[src/rtl/pdit_pkg.sv]
// shared types and constants of the deduplicating point index table
package pdit_pkg;

  localparam int unsigned NumTables         = 3;
  localparam int unsigned DefPointsPerTable = 256;
  localparam int unsigned CoordW            = 32;
  localparam int unsigned KeyW              = 2 * CoordW;
  localparam int unsigned IndexW            = 8;
  localparam int unsigned SelW              = 2;
  localparam int unsigned KindW             = 2;

  typedef enum logic [KindW-1:0] {
    KIND_START  = 2'd0,
    KIND_ADD    = 2'd1,
    KIND_FINISH = 2'd2,
    KIND_CLEAR  = 2'd3
  } kind_e;

  typedef enum logic [2:0] {
    STATUS_OK          = 3'd0,
    STATUS_DONE        = 3'd1,
    STATUS_BUSY        = 3'd2,
    STATUS_NOT_STARTED = 3'd3,
    STATUS_FULL        = 3'd4
  } status_e;

  typedef enum logic [1:0] {
    PHASE_IDLE = 2'd0,
    PHASE_INIT = 2'd1,
    PHASE_DONE = 2'd2
  } phase_e;

  typedef enum logic {
    CTRL_IDLE = 1'b0,
    CTRL_SCAN = 1'b1
  } ctrl_state_e;

  typedef struct packed {
    logic rd_en;
    logic wr_en;
  } store_ctl_t;

  typedef struct packed {
    status_e             status;
    logic [IndexW-1:0]   index;
    logic                fresh;
  } result_t;

endpackage

[src/rtl/pdit_ctrl.sv]
// phase tracking, fill counts and sequential table scan
module pdit_ctrl
  import pdit_pkg::*;
#(
  parameter int unsigned PointsPerTable = DefPointsPerTable,
  localparam int unsigned AddrW = $clog2(NumTables * PointsPerTable),
  localparam int unsigned CntW  = $clog2(PointsPerTable + 1)
) (
  input  logic             clk_i,
  input  logic             rst_ni,
  input  logic             in_valid_i,
  output logic             in_ready_o,
  input  logic [KindW-1:0] kind_i,
  input  logic [SelW-1:0]  sel_i,
  input  logic [KeyW-1:0]  key_i,
  output logic             res_valid_o,
  output result_t          res_o,
  input  logic             res_take_i,
  output store_ctl_t       store_ctl_o,
  output logic [AddrW-1:0] rd_addr_o,
  output logic [AddrW-1:0] wr_addr_o,
  output logic [KeyW-1:0]  key_o,
  input  logic             hit_i
);

  localparam logic [SelW-1:0] SelLimit = SelW'(NumTables);
  localparam logic [CntW-1:0] CntFull  = CntW'(PointsPerTable);

  ctrl_state_e      state_q, state_d;
  phase_e           phase_q, phase_d;
  logic [CntW-1:0]  fill_q [NumTables];
  logic [CntW-1:0]  fill_d [NumTables];
  logic [KeyW-1:0]  key_q, key_d;
  logic [SelW-1:0]  sel_q, sel_d;
  logic [CntW-1:0]  used_q, used_d;
  logic [CntW-1:0]  rd_idx_q, rd_idx_d;
  logic             pend_q, pend_d;
  logic [CntW-1:0]  pend_idx_q, pend_idx_d;
  result_t          res_q, res_d;
  logic             res_valid_q, res_valid_d;

  logic             accept;
  logic             add_go;
  logic             issue;
  logic             hit_now;
  logic             miss_now;
  logic [AddrW-1:0] base_addr;

  assign in_ready_o = (state_q == CTRL_IDLE) && !res_valid_q;
  assign accept     = in_valid_i && in_ready_o;
  assign add_go     = accept && (kind_e'(kind_i) == KIND_ADD) &&
                      (phase_q == PHASE_INIT) && (sel_i < SelLimit);

  // one read issued per cycle, compared against the key in the cycle after its issue
  assign issue    = (state_q == CTRL_SCAN) && (rd_idx_q < used_q);
  assign hit_now  = (state_q == CTRL_SCAN) && pend_q && hit_i;
  assign miss_now = (state_q == CTRL_SCAN) && !issue && !hit_now;

  always_comb begin
    case (sel_q)
      2'd1:    base_addr = AddrW'(PointsPerTable);
      2'd2:    base_addr = AddrW'(2 * PointsPerTable);
      default: base_addr = '0;
    endcase
  end

  assign rd_addr_o   = base_addr + AddrW'(rd_idx_q);
  assign wr_addr_o   = base_addr + AddrW'(used_q);
  assign key_o       = key_q;
  assign res_valid_o = res_valid_q;
  assign res_o       = res_q;

  // next state
  always_comb begin
    state_d = state_q;
    case (state_q)
      CTRL_IDLE: begin
        if (add_go) begin
          state_d = CTRL_SCAN;
        end
      end
      CTRL_SCAN: begin
        if (hit_now || miss_now) begin
          state_d = CTRL_IDLE;
        end
      end
      default: state_d = CTRL_IDLE;
    endcase
  end

  // outputs and datapath
  always_comb begin
    result_t res_new;
    logic    res_set;
    res_new      = '0;
    res_new.status = STATUS_OK;
    res_set      = 1'b0;
    phase_d      = phase_q;
    fill_d       = fill_q;
    key_d        = key_q;
    sel_d        = sel_q;
    used_d       = used_q;
    rd_idx_d     = rd_idx_q;
    pend_d       = 1'b0;
    pend_idx_d   = rd_idx_q;
    res_d        = res_q;
    res_valid_d  = res_valid_q && !res_take_i;
    store_ctl_o  = '0;

    if (accept) begin
      res_set = 1'b1;
      case (kind_e'(kind_i))
        KIND_START: begin
          if (phase_q == PHASE_DONE) begin
            res_new.status = STATUS_DONE;
          end else if (phase_q == PHASE_INIT) begin
            res_new.status = STATUS_BUSY;
          end else begin
            for (int t = 0; t < NumTables; t++) fill_d[t] = '0;
            phase_d = PHASE_INIT;
          end
        end
        KIND_CLEAR: begin
          for (int t = 0; t < NumTables; t++) fill_d[t] = '0;
          phase_d = PHASE_IDLE;
        end
        KIND_FINISH: begin
          if (phase_q == PHASE_DONE) begin
            res_new.status = STATUS_DONE;
          end else if (phase_q == PHASE_INIT) begin
            phase_d = PHASE_DONE;
          end else begin
            res_new.status = STATUS_NOT_STARTED;
          end
        end
        KIND_ADD: begin
          if (phase_q == PHASE_DONE) begin
            res_new.status = STATUS_DONE;
          end else if (phase_q != PHASE_INIT) begin
            res_new.status = STATUS_NOT_STARTED;
          end else if (sel_i >= SelLimit) begin
            // no such table
            res_new.status = STATUS_FULL;
          end else begin
            res_set  = 1'b0;
            key_d    = key_i;
            sel_d    = sel_i;
            used_d   = fill_q[sel_i];
            rd_idx_d = '0;
          end
        end
        default: res_new.status = STATUS_OK;
      endcase
    end

    if (state_q == CTRL_SCAN) begin
      store_ctl_o.rd_en = issue;
      rd_idx_d          = rd_idx_q + CntW'(issue);
      pend_d            = issue;
      if (hit_now) begin
        res_set       = 1'b1;
        res_new.index = IndexW'(pend_idx_q);
      end else if (miss_now) begin
        res_set = 1'b1;
        if (used_q == CntFull) begin
          res_new.status = STATUS_FULL;
        end else begin
          store_ctl_o.wr_en = 1'b1;
          fill_d[sel_q]     = used_q + CntW'(1);
          res_new.index     = IndexW'(used_q);
          res_new.fresh     = 1'b1;
        end
      end
    end

    if (res_set) begin
      res_d       = res_new;
      res_valid_d = 1'b1;
    end
  end

  always_ff @(posedge clk_i or negedge rst_ni) begin
    if (!rst_ni) begin
      state_q     <= CTRL_IDLE;
      phase_q     <= PHASE_IDLE;
      fill_q      <= '{default: '0};
      rd_idx_q    <= '0;
      pend_q      <= 1'b0;
      res_valid_q <= 1'b0;
    end else begin
      state_q     <= state_d;
      phase_q     <= phase_d;
      fill_q      <= fill_d;
      rd_idx_q    <= rd_idx_d;
      pend_q      <= pend_d;
      res_valid_q <= res_valid_d;
    end
  end

  always_ff @(posedge clk_i) begin
    key_q      <= key_d;
    sel_q      <= sel_d;
    used_q     <= used_d;
    pend_idx_q <= pend_idx_d;
    res_q      <= res_d;
  end

endmodule

[config.mk]
export PLATFORM = sky130hd
export DESIGN_NAME = pdit_ctrl
export DESIGN_NICKNAME = d
export VERILOG_FILES = /design/src/rtl/pdit_pkg.sv /design/src/rtl/pdit_ctrl.sv
export SDC_FILE = /design/constraint.sdc
export NUM_CORES = 1
export LEC_CHECK = 0
export BUFFER_PORTS_ARGS = -buffer_cell sky130_fd_sc_hd__buf_4
export CORE_MARGIN = 5
export CORE_UTILIZATION = 55
export DETAILED_ROUTE_END_ITERATION = 6
export PLACE_DENSITY = 0.95
export SLEW_MARGIN = 25
export SYNTH_ARGS = -nofsm -noshare
export SYNTH_HDL_FRONTEND = slang
export SYNTH_SLANG_ARGS = --single-unit
[constraint.sdc]
create_clock -name clk_i -period 9.7 [get_ports clk_i]
set_input_delay 1.94 -clock clk_i [delete_from_list [all_inputs] [get_ports clk_i]]
set_output_delay 1.94 -clock clk_i [all_outputs]
set_load 0.01 [all_outputs]
* Yosys cells after proc, flatten, opt, wreduce, memory -nomap -nowiden
Index checks and enable logic that the tools add are counted.
** Storage, ports and cells
- Register bits :: 136
- Output and inout bits :: 100
** Cells by class
- $add $sub $neg :: 4
- $lt $le $gt $ge :: 6
- Equality and inequality tests :: 16
- Mux-type cells :: 59
- Bitwise operators :: 7
- Reduce and logical (&&, ||, !) cells :: 25
** Operators by type and width (count)
- 2-to-1 mux 27 bit :: 7
- 2-to-1 mux 9 bit :: 10
- case mux 27 bit (2 select lines) :: 1
- bitwise mux 27 bit :: 1
- 2-to-1 mux 12 bit :: 2
- adder 10 x 9 -> 10 bit :: 2
- case mux 10 bit (2 select lines) :: 1
- binary-select mux 9 bit (select 2 bit) :: 1
- demux 9 bit (select 2 bit) :: 1
- 2-to-1 mux 2 bit :: 9
- 2-to-1 mux 3 bit :: 6
- 2-to-1 mux 1 bit :: 16
- inequality test 2 bit (second input constant) :: 7
- logical AND 1 bit :: 12
- AND reduction 5 bit :: 2
- adder 9 x 1 -> 9 bit :: 1
- adder 9 x 1 -> 9 bit (second input constant) :: 1
- == test 9 bit (second input constant) :: 1
- less-than comparator 9 bit :: 1
- case mux 3 bit (3 select lines) :: 1
- == test 2 bit (second input constant) :: 4
- 2-to-1 mux 8 bit :: 1
- == test 2 x 1 -> 1 bit (second input constant) :: 3
- greater-or-equal comparator 3 bit (second input constant) :: 2
- 15 further kinds :: 24

* Logic depth before layout (Yosys ltp)
Gate-level depths: netlist of the first run.
- Depth after elaboration :: 10
- Mapped depth :: 12

* Worst setup path before layout of the first run
OpenSTA, ideal clock, no wires.
- Kind :: input to register
- From :: input port kind_i[1]
- To :: register key_q[0], in the netlist key_o[0] (enable)
- Library setup time :: 0.430 ns
- Arrival :: 4.134 ns
- Path slack :: 5.137 ns
- Cell stages on the path :: 6
- Cell sequence :: inv_1 ha_1 inv_1 nor2_1 nand3_1 inv_1
** On the way
- Word-level cells in the longest chain between the ends :: 2
** Ends and longest elaborated chain
- start, declared :: RTL line pdit_ctrl.sv:13 : input logic [KindW-1:0] kind_i,
- == test 2 x 1 -> 1 bit :: RTL line pdit_ctrl.sv:112 : case (kind_e'(kind_i))
- AND reduction 5 bit (no source line)
- end signal, assigned :: RTL line pdit_ctrl.sv:201 : key_q <= key_d;
- end, declared :: RTL line pdit_ctrl.sv:33 : logic [KeyW-1:0] key_q, key_d;
Every way passes these cells.
A chain may end at the register's enable or synchronous reset.

==> flow_summary.yaml, run 1 <==
status:
  status: "finished, final reports clean"
synth:
  syn_inst: 408
  synth_cell_types: 48
  synth_top_area_share_pct: 46.4
  yosysSeqAreaShare_pct: 67.4
  synth_nets: 504
  syn_avg_cell_area_um2: 13.8
  synthArstFlopShare_pct: 30.1
  syn_area_um2: 5640
  yosys.area.top_type: "edfxtp_1"
  ys_ff_latch: 136
  ys.flop_type: "edfxtp_1"
  synth.area.top_cells: "edfxtp_1 (46%), dfrtp_1 (18%), mux2i_1 (6.4%)"
  synth_warnings: 0
  synth_edf_count: 87
global_routing:
  antenna_found_initial: 0
  grt_pass1_vias: 4220
  grt_max_degree: 67
  grt_usage_pct: 27.7
  grt_pass1_wl_um: 25600
  gr-total-overflow: 0
floorplanning:
  rows: 37
  ioPinCount: 173
  start_util_pct: 55.6
  design.die.area_um2: 12400
  fp.dieW_um: 111
  die_h_um: 111
  coreArea_um2: 10100
drt:
  postRouteAntennaNets: 0
  wl_per_cell_um: 23.8
  via_count: 4055
  routed_wl_um: 17200
  drc: 0
  dr.first_iter.drc_count: 393
  firstDrtPassIters: 5
  viasPerCell: 5.62
final_layout:
  syn_to_final_growth_pct: 31.9
  drive_gt1_share_pct: 37.0
  seq_area_um2: 3800
  fillers: 568
  final_common_cell: "buf_4"
  antennaDiodeCount: 0
  multiInputGateArea_um2: 1570
  nNetsFinal: 669
  fin_area_um2: 7430
  layout_common_cells: "buf_4 (173), edfxtp_1 (87), nand2_1 (62)"
pwr:
  power_frac_seq_pct: 46.1
  internal-power_mw: 1.19
  power_frac_comb_pct: 19.2
  leakagePower_nw: 3.36
  p_per_area_nw_per_um2: 224
  p_sw_share_pct: 28.8
  p_sw_mw: 0.481
  clkPwrFrac_pct: 34.7
  vdd_ir_drop_max_uv: 122
run:
  drv_cap: 0
clocking:
  ctsResizeCount: 0
  clock-sinks: 136
  cts_buffers: 17
  cts_tree: "yes"
  ctsRootBufferMaster: "clkbuf_8"
  clkTransAtPathRegs_ns: 0.06
  hold_buffers: 0
  htreeDepth: 4
  clockBufferDepth: 2
  cts_setup_buffers: 0
  clk_latency_ns: 0.52
sta:
  fin_skew_ns: 0.00704
  setup_tns_ns: 0
  tightest_slew_ns: 0.952
  setup_violations: 0
  final_max_slew_viol_count: 0
  rsz0062_at_grt: "false"
  fmax_ghz: 0.205
  slew_headroom_pct: 36.5
  period_share_pct: 50.3
  period_needed_ns: 4.88
  hold_viol_final: 0
placed_design:
  placed_area_um2: 6910
  dpl.hpwl_um: 11200
  portBuffers: 172
  globalplace.congestion: 0.907
hold_path:
  hold_path_class: "reg2reg"
  holdCritStartpoint: "pend_idx_d[0]"
setup_path:
  rr_startpoint: "phase_q[0]"
  crit_type: "in2out"
  crit_required_ns: 7.76
  crit_path_start: "hit_i"
  start_kind: "input port"
  critical_path.max_fanout: 6
  endpoint_kind: "output port"
  crit_arrival_ns: 2.94
## cell type report
type                    count  share of cell area [%]
clock buffers              22                    5.96
clock inverters            10                    1.09
inverters                  20                    1.01
multi-input cells         225                    21.1
flip-flops and latches    136                    51.1
well taps                 136                    2.29
repair buffers            173                    17.5
## worst max-delay path, cell delays in order
cell,delay (ns)
buf_4,0.11
nand2_1,0.09
nand2_1,0.11
a31oi_4,0.31
and2_1,0.24
buf_4,0.14
## cells in the mapped netlist, types with 2 or more instances
cell type / count
o21ai_1: 6
nand2_1: 62
nand3_2: 3
dfrtp_1: 41
o31ai_1: 2
edfxtp_1: 87
mux2i_1: 36
inv_1: 18
xnor2_1: 10
o211ai_1: 2
o21ai_0: 17
a22o_1: 2
nor2b_1: 2
dfxtp_1: 8
nor2_1: 14
buf_6: 4
and2_1: 2
nand4_1: 3
o32ai_1: 2
clkbuf_1: 5
nand3_1: 8
xor2_1: 2
buf_4: 17
nand2b_1: 3
inv_2: 2
ha_1: 23
a21oi_1: 5
or2_2: 2
## power by group through the flow
stage               Clock (mW)  Combinational [mW]  Sequential [mW]
finish                   0.579               0.319            0.769
global route             0.609               0.342            0.775
CTS                      0.580               0.318            0.766
detailed placement           0               0.304            0.773
global placement             0               0.282            0.767
floorplan                    0               0.178            0.766
## sequential cells by signal, summed over array words and instances (netlist names)
| register | flops |
|---|---|
| pend_idx_q | 8 |
| res_o | 12 |
| phase_q | 2 |
| fill_q | 27 |
| state_q | 1 |
| sel_q | 2 |
| res_valid_o | 1 |
| used_q | 9 |
| key_o | 64 |
| pend_idx_d | 9 |
| pend_q | 1 |
## through the flow
step	utilization (%)	cells	power (mW)	setup WS [ns]	hold WS [ns]
final	73.3	722	1.67	4.82	0.473
after CTS	73.3	722	1.66	4.83	0.475
after global routing	73.3	722	1.73	4.78	0.484
after detailed placement	68.1	690	1.08	4.86	0.460
after global placement	68.1	690	1.05	4.88	0.465
after floorplan	-	408	0.944	5.14	0.414
## per-layer routing
| layer | part of all wire, % | global-route usage [%] |
|---|---|---|
| met3 | 7.7 | 8.41 |
| met5 | 0 | 0 |
| met1 | 36 | 31.1 |
| met4 | 2.0 | 7.70 |
| met2 | 54 | 50.7 |
## path summary, 6_finish.rpt
| kind | endpoint | slack, ns | depth (start not counted) |
|---|---|---|---|
| setup / recovery | store_ctl_o[0] | 4.82 | 6 |
| hold / removal | pend_idx_q[0] | 0.47 | 0 |
| setup reg to reg | key_o[34] | 6.73 | 7 |
| hold reg to reg | pend_idx_q[0] | 0.47 | 0 |
| max in group asynchronous | fill_q[19] | 7.93 | 1 |
| min in group asynchronous | fill_q[18] | 1.40 | 1 |
## cell families (layout without fill, tap and decap cells)
kind of cell	after synthesis	in the layout	synth area share (%)
muxes	36	36	6.39
xor gates and xnor gates	12	12	1.86
AOI/OAI and AO/OA	45	45	5.37
and+or+nand+nor	109	109	9.04
adders and majority gates	23	23	5.11
buffers and inverters	47	225	4.82
DFF	136	136	67.4
Power figures use the tool's default switching activity.
==> inputs of run 2 (changes only) <==
- CORE_UTILIZATION: 55 -> 46
- PLACE_DENSITY: 0.95 -> 0.87
- clock period: 9.7 -> 4.2 ns (I/O delays scaled with it)
==> run 2 against run 1 <==
Against the previous run: sequential share of layout area is 0.42 points lower; setup slack worse by 4.0 ns; count of clock-buffer cells in the layout is 4 lower; final area is 0.82% higher; clock power is 140% higher; first-iteration DRC count is 15% lower; via count is 2.0% lower; core utilization is 11 points lower; register-to-register slack worse by 5.4 ns; hold slack worse by 0.064 ns; total power is 130% higher; critical path type is now reg2out; critical endpoint unchanged; largest cell class unchanged.
==> flow_summary.yaml, run 2 (same netlist as run 1, synthesis figures left out) <==
status:
  status: "finished, final reports clean"
global_routing:
  grt_max_degree: 42
  grt_usage_pct: 22.1
  antenna_found_initial: 0
  gr-total-overflow: 0
  grt_pass1_vias: 4014
  grt_pass1_wl_um: 23800
floorplanning:
  ioPinCount: 173
  rows: 40
  design.die.area_um2: 14600
  die_h_um: 121
  fp.dieW_um: 121
  start_util_pct: 46.9
  coreArea_um2: 12000
drt:
  routed_wl_um: 16100
  firstDrtPassIters: 4
  postRouteAntennaNets: 0
  viasPerCell: 5.42
  via_count: 3975
  drc: 0
  wl_per_cell_um: 21.9
  dr.first_iter.drc_count: 333
setup_path:
  endpoint_kind: "output port"
  start_kind: "flip-flop"
  crit_type: "reg2out"
  path_depth: 7
  rr_startpoint: "phase_q[0]"
  worstReg2RegEnd: "key_o[51]"
  critical_path.max_fanout: 6
  crit_chain: "inv_1, ha_1, nand4_1, or3_4, a31oi_4, and2_1, buf_4"
  path_buf_inv: 2
  crit_arrival_ns: 2.55
  slowest_delay_ns: 0.44
  cp_top_family: "simple AND/OR/NAND/NOR gates"
  cp-endpoint: "store_ctl_o[0]"
  crit_slowest_cell: "or3_4"
  crit_path_start: "used_q[7]"
  crit_required_ns: 3.36
  r2r_slack_ns: 1.38
  ff2ff_path_depth: 7
final_layout:
  final_core_util_pct: 62.4
  antennaDiodeCount: 0
  syn_to_final_growth_pct: 33.0
  final_common_cell: "buf_4"
  largest_register_ffs: 64
  fillers: 817
  layout_common_cells: "buf_4 (173), edfxtp_1 (87), nand2_1 (62)"
  drive_gt1_share_pct: 37.6
  nNetsFinal: 670
  final_cell_count_no_fill: 734
placed_design:
  portBuffers: 172
  globalplace.congestion: 0.866
  placed_cells: 702
  dpl.hpwl_um: 11000
sta:
  final_max_slew_viol_count: 0
  setup_tns_ns: 0
  fin_skew_ns: 0.0128
  setup_violations: 0
  hold_viol_final: 0
  slew_headroom_pct: 39.2
  rsz0062_at_grt: "false"
  tightest_slew_ns: 0.912
  fmax_ghz: 0.295
  period_needed_ns: 3.39
  period_share_pct: 80.6
pwr:
  leakagePower_nw: 3.38
  p_per_area_nw_per_um2: 516
  vdd_ir_drop_max_uv: 316
clocking:
  clock-sinks: 136
  htreeDepth: 4
  clockBufferDepth: 2
  clkTransAtPathRegs_ns: 0.05
  ctsRootBufferMaster: "clkbuf_16"
  cts_buffers: 17
  hold_buffers: 0
  ctsResizeCount: 0
  cts_tree: "yes"
  clk_latency_ns: 0.43
  cts_setup_buffers: 0
run:
  drv_cap: 0
hold_path:
  hold_path_class: "in2async"
==> run 2: cell count changes in the layout (fill, tap and decap cells not counted) <==
cell | previous run | this run
inv_6 | 0 | 3
buf_12 | 0 | 1
clkinv_2 | 7 | 5
clkbuf_1 | 4 | 1
clkbuf_16 | 16 | 17
clkinv_4 | 1 | 3
clkinvlp_4 | 1 | 2
clkbuf_8 | 2 | 0
==> run 2: per-layer routing <==
layer  up-vias  share of wire (%)  track usage (%)  wire (um)
li1       1771                  -                -          -
met4         0                3.5             8.50        569
met5         -                  0                0          0
met2       199                 52             39.2       8340
met3        36                9.0             8.84       1440
met1      1969                 36             23.7       5710
==> run 2: through the flow <==
stage / hold WS, ns / area (um^2) / worst slack, ns / total power, mW
CTS: 0.413 / 7490 / 0.812 / 3.88
detailed placement: 0.483 / 6940 / 0.993 / 2.48
finish: 0.409 / 7490 / 0.813 / 3.87
global route: 0.440 / 7490 / 0.690 / 4.03
floorplan: 0.414 / 5640 / 0.737 / 2.18
global placement: 0.472 / 6940 / 1.10 / 2.44
==> run 2: how the worst min path moves through the flow <==
| stage | from | endpoint | slack, ns | cells past startpoint |
|---|---|---|---|---|
| finish | rst_ni | fill_q[22] | 0.41 | 1 |
| global route | rst_ni | fill_q[22] | 0.44 | 1 |
| CTS | rst_ni | fill_q[16] | 0.41 | 1 |
| detailed placement | pend_idx_d[0] | pend_idx_q[0] | 0.48 | 0 |
| global placement | pend_idx_d[7] | pend_idx_q[7] | 0.47 | 0 |
| floorplan | pend_idx_d[0] | pend_idx_q[0] | 0.41 | 0 |
==> run 2: final cells by class <==
cell class                      count  area, um^2  area share, %
Inverter                           20        75.1           1.00
Timing Repair Buffer              174        1320           17.6
Clock inverter                     14         123           1.64
Multi-Input combinational cell    225        1570           20.9
Tap cell                          147         184           2.45
Sequential cell                   136        3800           50.7
Clock buffer                       18         429           5.73
==> run 2: report_power, final <==
part	internal, mW	switching [mW]	total, mW
Combinational	0.321	0.393	0.714
Clock	0.814	0.575	1.39
Sequential	1.62	0.142	1.77
Total	2.76	1.11	3.87
